`config.mk`:
```
export PLATFORM = sky130hd
export DESIGN_NAME = stream_id_probe_table
export DESIGN_NICKNAME = d
export VERILOG_FILES = /design/src/rtl/core/sidp_pkg.sv /design/src/rtl/core/sidp_ram.sv /design/src/rtl/core/sidp_ctrl.sv /design/src/rtl/core/sidp_dp.sv /design/src/rtl/core/stream_id_probe_table.sv
export SDC_FILE = /design/constraint.sdc
export NUM_CORES = 2
export LEC_CHECK = 0
export BUFFER_PORTS_ARGS = -buffer_cell sky130_fd_sc_hd__buf_2
export CORE_MARGIN = 8
export CORE_UTILIZATION = 45
export CTS_CLUSTER_SIZE = 20
export DETAILED_ROUTE_END_ITERATION = 6
export PLACE_DENSITY = 0.69
export SYNTH_ARGS = -nofsm -noshare
export SYNTH_HDL_FRONTEND = slang
export SYNTH_HIERARCHICAL = 1
export SYNTH_MEMORY_MAX_BITS = 65536
export SYNTH_SLANG_ARGS = --single-unit
```
`constraint.sdc`:
```
create_clock -name clk -period 31.7 [get_ports clk]
set_clock_uncertainty 0.05 [all_clocks]
set_input_delay 6.34 -clock clk [delete_from_list [all_inputs] [get_ports clk]]
set_output_delay 6.34 -clock clk [all_outputs]
set_load 0.01 [all_outputs]
```
`src/rtl/core/sidp_pkg.sv`:
```
// ----------------------------------------------------------------------------
// sidp_pkg
// shared constants and types for the stream id probe table
// ----------------------------------------------------------------------------
package sidp_pkg;

  localparam int TABLE_DEPTH      = 64;
  localparam int SLOT_BITS        = $clog2(TABLE_DEPTH);
  localparam int HANDLE_BITS      = 8;
  localparam int HANDLE_W         = 8;
  localparam int ID_W             = 64;
  localparam int ID_IDX_W         = $clog2(ID_W);
  localparam int SIZE_W           = 7;
  localparam int STATUS_W         = 2;
  localparam int SLOT_W           = 6;
  localparam int ENTRY_W          = ID_W + HANDLE_BITS;
  localparam int PADDR_W          = 3;
  localparam int PDATA_W          = 32;

  localparam logic [SIZE_W-1:0] TABLE_SIZE_RESET = SIZE_W'(42);

  // remainder is built eight identifier bits per cycle
  localparam int DIV_CHUNK  = 8;
  localparam int DIV_STEPS  = ID_W / DIV_CHUNK;
  localparam int DIV_CNT_W  = $clog2(DIV_STEPS);

  // register index decode
  localparam logic REG_TABLE_SIZE = 1'b0;

  typedef enum logic [STATUS_W-1:0] {
    ST_OK   = 2'd0,
    ST_FULL = 2'd1,
    ST_MISS = 2'd2,
    ST_ZERO = 2'd3
  } status_t;

  typedef enum logic [2:0] {
    S_IDLE,
    S_DIV,
    S_INIT,
    S_REG,
    S_LRD,
    S_LCMP,
    S_EMIT
  } state_t;

  typedef struct packed {
    logic    load;
    logic    mod_step;
    logic    probe_init;
    logic    probe_adv;
    logic    slot_write;
    logic    res_set;
    status_t res_code;
    logic    out_load;
  } sidp_cmd_t;

  typedef struct packed {
    logic size_zero;
    logic mode_lookup;
    logic mod_done;
    logic cur_valid;
    logic id_match;
    logic last_probe;
    logic out_busy;
  } sidp_stat_t;

endpackage

```
`src/rtl/core/sidp_ram.sv`:
```
// ----------------------------------------------------------------------------
// sidp_ram
// generic single write port ram with registered read
// ----------------------------------------------------------------------------
module sidp_ram #(
  parameter int WIDTH = 8,
  parameter int DEPTH = 64
) (
  input  logic                     clk,
  input  logic                     we,
  input  logic [$clog2(DEPTH)-1:0] waddr,
  input  logic [WIDTH-1:0]         wdata,
  input  logic [$clog2(DEPTH)-1:0] raddr,
  output logic [WIDTH-1:0]         rdata
);

  logic [WIDTH-1:0] mem [DEPTH];

  always_ff @(posedge clk) begin
    if (we) begin
      mem[waddr] <= wdata;
    end
    rdata <= mem[raddr];
  end

endmodule

```
`src/rtl/core/sidp_ctrl.sv`:
```
// ----------------------------------------------------------------------------
// sidp_ctrl
// sequencer for remainder, probe walk and result hand-off
// ----------------------------------------------------------------------------
module sidp_ctrl
  import sidp_pkg::*;
(
  input  logic       clk,
  input  logic       rst,
  input  logic       in_valid,
  output logic       in_ready,
  input  sidp_stat_t stat,
  output sidp_cmd_t  cmd
);

  state_t state, state_next;

  always_ff @(posedge clk) begin
    if (rst) begin
      state <= S_IDLE;
    end else begin
      state <= state_next;
    end
  end

  always_comb begin
    state_next = state;
    unique case (state)
      S_IDLE: begin
        if (in_valid) begin
          state_next = stat.size_zero ? S_EMIT : S_DIV;
        end
      end
      S_DIV: begin
        if (stat.mod_done) begin
          state_next = S_INIT;
        end
      end
      S_INIT: begin
        state_next = stat.mode_lookup ? S_LRD : S_REG;
      end
      S_REG: begin
        if (!stat.cur_valid || stat.last_probe) begin
          state_next = S_EMIT;
        end
      end
      S_LRD: begin
        state_next = S_LCMP;
      end
      S_LCMP: begin
        if ((stat.cur_valid && stat.id_match) || stat.last_probe) begin
          state_next = S_EMIT;
        end else begin
          state_next = S_LRD;
        end
      end
      S_EMIT: begin
        if (!stat.out_busy) begin
          state_next = S_IDLE;
        end
      end
      default: state_next = S_IDLE;
    endcase
  end

  always_comb begin
    cmd      = '0;
    cmd.res_code = ST_OK;
    in_ready = 1'b0;
    unique case (state)
      S_IDLE: begin
        in_ready = 1'b1;
        if (in_valid) begin
          cmd.load = 1'b1;
          if (stat.size_zero) begin
            cmd.res_set  = 1'b1;
            cmd.res_code = ST_ZERO;
          end
        end
      end
      S_DIV: begin
        cmd.mod_step = 1'b1;
      end
      S_INIT: begin
        cmd.probe_init = 1'b1;
      end
      S_REG: begin
        if (!stat.cur_valid) begin
          cmd.slot_write = 1'b1;
          cmd.res_set    = 1'b1;
          cmd.res_code   = ST_OK;
        end else if (stat.last_probe) begin
          cmd.res_set  = 1'b1;
          cmd.res_code = ST_FULL;
        end else begin
          cmd.probe_adv = 1'b1;
        end
      end
      S_LRD: begin
        cmd.res_code = ST_OK;
      end
      S_LCMP: begin
        if (stat.cur_valid && stat.id_match) begin
          cmd.res_set  = 1'b1;
          cmd.res_code = ST_OK;
        end else if (stat.last_probe) begin
          cmd.res_set  = 1'b1;
          cmd.res_code = ST_MISS;
        end else begin
          cmd.probe_adv = 1'b1;
        end
      end
      S_EMIT: begin
        cmd.out_load = !stat.out_busy;
      end
      default: cmd = '0;
    endcase
  end

endmodule

```
`src/rtl/core/sidp_dp.sv`:
```
// ----------------------------------------------------------------------------
// sidp_dp
// item registers, remainder unit, probe pointer, slot store and result register
// ----------------------------------------------------------------------------
module sidp_dp
  import sidp_pkg::*;
(
  input  logic                clk,
  input  logic                rst,
  input  logic [SIZE_W-1:0]   table_size,
  input  logic                mode,
  input  logic [ID_W-1:0]     flow_id,
  input  logic [HANDLE_W-1:0] handle,
  input  sidp_cmd_t           cmd,
  output sidp_stat_t          stat,
  output logic                out_valid,
  input  logic                out_ready,
  output logic [STATUS_W-1:0] status,
  output logic [SLOT_W-1:0]   slot,
  output logic [HANDLE_W-1:0] found_handle
);

  logic [SIZE_W-1:0]      sz;
  logic                   mode_q;
  logic [ID_W-1:0]        id_q;
  logic [HANDLE_BITS-1:0] handle_q;
  logic [DIV_CNT_W-1:0]   div_cnt;
  logic [SLOT_BITS-1:0]   rem_q;
  logic [SLOT_BITS-1:0]   rem_next;
  logic [SLOT_BITS-1:0]   pos_q;
  logic [SLOT_BITS-1:0]   pos_next;
  logic [SLOT_BITS-1:0]   count_q;
  logic [TABLE_DEPTH-1:0] slot_valid;
  logic [ENTRY_W-1:0]     rd_entry;
  logic [STATUS_W-1:0]    res_status;
  logic [SLOT_W-1:0]      res_slot;
  logic [HANDLE_W-1:0]    res_handle;

  assign sz = (table_size > SIZE_W'(TABLE_DEPTH)) ? SIZE_W'(TABLE_DEPTH) : table_size;

  // one chunk of identifier bits, msb first, folded into the remainder
  always_comb begin
    logic [DIV_CHUNK-1:0]        chunk;
    logic [SLOT_BITS-1:0]        r;
    logic [SIZE_W-1:0]           t;
    logic [ID_IDX_W-1:0]         base;
    base  = ID_IDX_W'((DIV_STEPS - 1 - int'(div_cnt)) * DIV_CHUNK);
    chunk = id_q[base +: DIV_CHUNK];
    r     = rem_q;
    for (int k = DIV_CHUNK - 1; k >= 0; k--) begin
      t = {r, chunk[k]};
      if (t >= sz) begin
        t = t - sz;
      end
      r = SLOT_BITS'(t);
    end
    rem_next = r;
  end

  assign pos_next = ((SIZE_W'(pos_q) + SIZE_W'(1)) == sz) ? '0 : pos_q + SLOT_BITS'(1);

  always_ff @(posedge clk) begin
    if (cmd.load) begin
      mode_q   <= mode;
      id_q     <= flow_id;
      handle_q <= HANDLE_BITS'(handle);
      rem_q    <= '0;
    end else if (cmd.mod_step) begin
      rem_q <= rem_next;
    end
    if (cmd.probe_init) begin
      pos_q   <= rem_q;
      count_q <= '0;
    end else if (cmd.probe_adv) begin
      pos_q   <= pos_next;
      count_q <= count_q + SLOT_BITS'(1);
    end
    if (cmd.res_set) begin
      res_status <= cmd.res_code;
      res_slot   <= (cmd.res_code == ST_OK) ? SLOT_W'(pos_q) : '0;
      res_handle <= (cmd.res_code == ST_OK && mode_q) ?
                    HANDLE_W'(rd_entry[HANDLE_BITS-1:0]) : '0;
    end
    if (cmd.out_load) begin
      status       <= res_status;
      slot         <= res_slot;
      found_handle <= res_handle;
    end
  end

  always_ff @(posedge clk) begin
    if (rst) begin
      div_cnt    <= '0;
      slot_valid <= '0;
      out_valid  <= 1'b0;
    end else begin
      if (cmd.load) begin
        div_cnt <= '0;
      end else if (cmd.mod_step) begin
        div_cnt <= div_cnt + DIV_CNT_W'(1);
      end
      if (cmd.slot_write) begin
        slot_valid[pos_q] <= 1'b1;
      end
      if (cmd.out_load) begin
        out_valid <= 1'b1;
      end else if (out_ready) begin
        out_valid <= 1'b0;
      end
    end
  end

  sidp_ram #(
    .WIDTH (ENTRY_W),
    .DEPTH (TABLE_DEPTH)
  ) u_slot_ram (
    .clk   (clk),
    .we    (cmd.slot_write),
    .waddr (pos_q),
    .wdata ({id_q, handle_q}),
    .raddr (pos_q),
    .rdata (rd_entry)
  );

  assign stat.size_zero   = (sz == '0);
  assign stat.mode_lookup = mode_q;
  assign stat.mod_done    = (div_cnt == DIV_CNT_W'(DIV_STEPS - 1));
  assign stat.cur_valid   = slot_valid[pos_q];
  assign stat.id_match    = (rd_entry[ENTRY_W-1:HANDLE_BITS] == id_q);
  assign stat.last_probe  = (SIZE_W'(count_q) == sz - SIZE_W'(1));
  assign stat.out_busy    = out_valid && !out_ready;

endmodule

```
`src/rtl/core/stream_id_probe_table.sv`:
```
// ----------------------------------------------------------------------------
// stream_id_probe_table
// hashed stream id to channel handle table with linear probing
// ----------------------------------------------------------------------------
// input channel (in_valid/in_ready): mode 0 registers flow_id with handle
// at the first free slot from home slot flow_id mod table_size; mode 1
// looks it up over one full pass of the active slots.
// output channel (out_valid/out_ready): one transaction per input with
// status, slot and found_handle.
// apb port: register 0 is table_size (reset 42, values above 64 act as 64).
// sequence: the home slot is built 8 id bits per cycle, the probe pointer
// is set to it, then each register probe checks the slot valid bit and each
// lookup probe reads the slot memory then compares, and last the result is
// handed off; a zero table_size skips straight to hand-off with status zero.
// one item is in flight at a time;
// a new item is taken while the previous result waits in the output
// register, and a stalled receiver holds the block before hand-off.
// reset empties the table (all slots free) and restores table_size.
// ----------------------------------------------------------------------------
module stream_id_probe_table
  import sidp_pkg::*;
(
  input  logic                clk,
  input  logic                rst,
  input  logic                psel,
  input  logic                penable,
  input  logic                pwrite,
  input  logic [PADDR_W-1:0]  paddr,
  input  logic [PDATA_W-1:0]  pwdata,
  output logic [PDATA_W-1:0]  prdata,
  output logic                pready,
  input  logic                in_valid,
  output logic                in_ready,
  input  logic                mode,
  input  logic [ID_W-1:0]     flow_id,
  input  logic [HANDLE_W-1:0] handle,
  output logic                out_valid,
  input  logic                out_ready,
  output logic [STATUS_W-1:0] status,
  output logic [SLOT_W-1:0]   slot,
  output logic [HANDLE_W-1:0] found_handle
);

  logic [SIZE_W-1:0] table_size;
  logic              reg_index;
  sidp_cmd_t         cmd;
  sidp_stat_t        stat;

  assign pready    = 1'b1;
  assign reg_index = paddr[PADDR_W-1];

  always_ff @(posedge clk) begin
    if (rst) begin
      table_size <= TABLE_SIZE_RESET;
    end else if (psel && penable && pwrite && reg_index == REG_TABLE_SIZE) begin
      table_size <= pwdata[SIZE_W-1:0];
    end
  end

  always_comb begin
    unique case (reg_index)
      REG_TABLE_SIZE: prdata = PDATA_W'(table_size);
      default:        prdata = '0;
    endcase
  end

  sidp_ctrl u_ctrl (
    .clk      (clk),
    .rst      (rst),
    .in_valid (in_valid),
    .in_ready (in_ready),
    .stat     (stat),
    .cmd      (cmd)
  );

  sidp_dp u_dp (
    .clk          (clk),
    .rst          (rst),
    .table_size   (table_size),
    .mode         (mode),
    .flow_id      (flow_id),
    .handle       (handle),
    .cmd          (cmd),
    .stat         (stat),
    .out_valid    (out_valid),
    .out_ready    (out_ready),
    .status       (status),
    .slot         (slot),
    .found_handle (found_handle)
  );

`ifndef SYNTHESIS
  a_one_in_flight: assert property (@(posedge clk) disable iff (rst)
    in_valid && in_ready |=> !in_ready)
    else $error("second transaction accepted while busy");

  a_fail_fields_zero: assert property (@(posedge clk) disable iff (rst)
    out_valid && status != ST_OK |-> slot == '0 && found_handle == '0)
    else $error("nonzero slot or handle on failing status");

  a_result_after_busy: assert property (@(posedge clk) disable iff (rst)
    $rose(out_valid) |-> $past(!in_ready))
    else $error("result loaded while controller idle");
`endif

endmodule
```
==> results by group <==
GRT
  • Largest net degree at the start of global routing: 102
  • Initial antenna violation count: 22
  • Vias in the first global route: 94500
  • Total GRT Usage: 23.7%
  • First-pass GRT wire length: 732000 um
  • Grt total ovfl: 0

STA
  • Slew Viols, Final: 0
  • Total Negative Setup Slacks: 0 ns
  • Fmax: 62.7 MHz
  • Post-route setup slack: 15.74 ns
  • Final Hold Fails: 0
  • Final setup violation count: 0
  • Crit share post-route: 50.3%
  • RSZ-0062 raised after global routing: no
  • Min Tclk post-route: 15.96 ns
  • Slew margin rel.: 4.98%
  • Slew @ Worst Pin: 1.42 ns

Setup path
  • Slowest CP cell: mux2i_1
  • CP required: 32.50 ns
  • CP endpoint kind: flip-flop
  • Cell mode on critical path: ha_1
  • Crit path DAT: 16.76 ns
  • Critical path class: flip-flop to flip-flop
  • Worst-path maximum fanout: 18
  • CP startpoint kind: flip-flop
  • CP peak stage delay: 0.69 ns

Floorplanning
  • Top-level port count: 166
  • Std cell rows: 237
  • Core Area: 0.415 mm^2
  • Die width: 661 um
  • Starting density of the core: 45.1%
  • Die ar.: 0.437 mm^2
  • Die height: 661 um

Layout
  • Layout cells sized above 1: 26.1%
  • Layout area overhead: 12.4%
  • Final instance area: 0.210 mm^2
  • FILL cells: 31800
  • Layout Nets: 9087

Place
  • Gpl congestion: 0.829
  • Detailed Place HPWL: 283000 um
  • Dpl ws: 15.88 ns
  • # port buffers: 112
  • DP Area: 0.195 mm^2

Logic synthesis
  • Post-Syn Instances: 8467
  • Asr flop ratio synth: 0%
  • Sequential fraction of the synthesis area: 77.4%
  • Yosys Warn Count: 6
  • Post-synth EDFFs: 4719
  • Netlist cell types: 83
  • Area contributors post-synth: edfxtp_1 76%, mux4_2 14%, dfxtp_1 1.7%, a22oi_1 1.2%, mux2i_1 0.71%
  • Largest area contributor in the netlist: edfxtp_1
  • Synth top area share: 75.7%
  • Avg Cell Area, Syn: 22.1 um^2
  • Post-Synthesis Cell Area: 0.187 mm^2
  • Synth Register Bits: 4881
  • Primary FF master, synth: edfxtp_1

Clock tree
  • Clock-pin slew on the worst setup and hold paths: 0.07 ns
  • # hold bufs at CTS: 0
  • Clk root buf: clkbuf_16
  • Post-CTS setup buffers: 0
  • Worst-Skew Late Latency: 1.01 ns
  • Deepest clock path buffer count: 4
  • CTS H-Tree Depth: 5
  • Num CTS Buffers: 450
  • CTS tree: yes
  • Clk sinks: 4881
  • # resized after CTS: 0

Power and ir drop
  • Gate power share: 46.2%
  • Pwr Density: 113 mW/mm^2
  • NetSw: 0.00875 W
  • Int Pwr: 0.0149 W
  • Switch share: 37.0%
  • VDD IR-drop max: 2070 uV
  • Seq pwr share: 30.9%
  • Leakage power: 65.8 nW
  • Clk pwr share: 22.9%

Run status
  • Status: finished, final reports clean

Drt
  • Via density: 6.51
  • Via count: 96500
  • Final ANT Viol Nets: 0
  • Remaining routing DRC violations: 0
  • TritonRoute pass-1 iters: 6
  • WL/cell: 35.8 um
  • Post-Route WL: 530000 um
  • 1st-iter DRT viols: 15300

Run
  • Max-cap viol count: 0

Worst hold path
  • Hold WC Path Type: flip-flop to flip-flop
[cells by family after synthesis]
logic type,after synthesis,share of synthesized area (%)
AOI/OAI and AO/OA,896,3.48
adders and majority gates,70,0.500
xor gates and xnor gates,111,0.519
DFF,4881,77.4
and+or+nand+nor,666,1.77
buffers and inverters,520,1.37
other,2,0.00401
muxes,1321,14.9
[flip-flops by register name, summed over array words and instances, names as in the netlist]
register and cells:
u_ctrl/state 3, u_dp/mode_q 1, u_dp/found_handle 8, u_dp/div_cnt 3, u_dp/status 2, u_dp/handle_q 8
u_dp/count_q 6, u_dp/id_q 64, u_dp/rem_q 6, u_dp/slot 6, u_dp/res_slot 6, u_dp/pos_q 6
u_dp/res_handle 8, u_dp/u_slot_ram/rdata 72, u_dp/out_valid 1, u_dp/res_status 2, u_dp/slot_valid 64, table_size 7
u_dp/u_slot_ram/mem 4608
[metal layers]
metal  track usage (%)  share of wire, %  up-vias
met4              8.41               4.3       10
met3              6.10                14     1142
li1                  -                 -    36900
met1              32.6                36    51200
met5                 0             0.014        -
met2              37.0                46     7225
[synthesized netlist by cell type, types with 7 or more instances]
master,n
nand3b_1,28
mux2i_1,132
a211oi_1,77
o21ai_0,48
xnor2_1,27
nand3_1,138
or3_1,7
and2b_2,7
a21o_1,15
nor4_1,19
buf_4,83
inv_1,32
o31ai_1,9
edfxtp_1,4719
fa_1,8
xor2_1,84
clkbuf_1,164
buf_1,34
buf_2,199
nand4_1,13
a31oi_1,8
and3_1,16
and2_1,17
mux2_2,15
a22oi_1,293
nor2_1,247
nand2b_1,30
nand2_1,65
o211a_1,72
nor3b_1,10
o21a_1,13
nor3_1,15
ha_1,62
o22ai_1,151
mux4_2,1172
o221ai_1,57
dfxtp_1,162
nor2b_1,30
a21oi_1,104
[critical path: cells and delay by family (launching register included)]
family | cells | cell delay [ns]
AO/OA/AOI/OAI | 26 | 6.89
multiplexers | 6 | 2.89
AND/OR/NAND/NOR | 12 | 2.59
adder cells (fa/ha/maj) | 8 | 2.53
buffers and inverters | 2 | 0.47
flip-flops | 1 | 0.33
[stage by stage]
step	power [W]	instances	hold slack, ns	utilization [%]
detailed placement	0.0183	13900	0.355	47.1
CTS	0.0237	14800	0.313	50.6
global placement	0.0186	13900	0.357	47.1
floorplan	0.0171	8491	0.350	-
finish	0.0237	14800	0.315	50.6
global route	0.0248	14800	0.330	50.6
[worst paths after layout]
check	startpoint	endpoint	slack [ns]	depth (start not counted)
worst min register to register	u_dp/res_slot[4]	u_dp/slot[4]	0.31	0
worst max-delay path	u_dp/div_cnt[1]	u_dp/rem_q[4]	15.74	54
worst min-delay path	u_dp/res_slot[4]	u_dp/slot[4]	0.31	0
worst max register to register	u_dp/div_cnt[1]	u_dp/rem_q[4]	15.74	54
[cells in the final DEF (no fill, tap or decap), types with 25 or more instances in the layout]
cell type  count
buf_2        112
xnor2_1       27
inv_1         32
clkinv_2     102
clkbuf_8      35
edfxtp_1    4719
buf_4        325
a22oi_1      293
clkbuf_16    453
nor2b_1       25
a21oi_1      104
nor2_4        64
o211a_1       72
clkinv_1      82
o22ai_1      151
mux2i_1      132
dfxtp_1      162
bufinv_16     38
nand2b_1      28
nand3b_1      28
a211oi_1      77
o221ai_1      57
o21ai_0       48
ha_1          62
xor2_1        84
mux4_2      1172
conb_1        26
clkbuf_1      88
nand2_1       64
nand3_1      137
nor2_1       182
[power groups by stage]
stage | clock [W] | sequential, W | combinational (W)
after floorplan | 0 | 0.00754 | 0.00955
after global placement | 0 | 0.00745 | 0.0112
after detailed placement | 0 | 0.00745 | 0.0109
after CTS | 0.00545 | 0.00731 | 0.0109
after global routing | 0.00569 | 0.00731 | 0.0118
final | 0.00541 | 0.00731 | 0.0109
[cell type report]
type / instances / area [um^2] / area share, %
diodes: 16 / 40.0 / 0.0190
clock buffers: 576 / 12100 / 5.78
clock inverters: 269 / 2680 / 1.27
inverters: 34 / 128 / 0.0607
multi-input cells: 3090 / 40400 / 19.2
flip-flops and latches: 4881 / 145000 / 68.9
well taps: 5497 / 6880 / 3.27
repair buffers: 445 / 3160 / 1.50
Note: power is estimated with default switching activity, not from simulation.
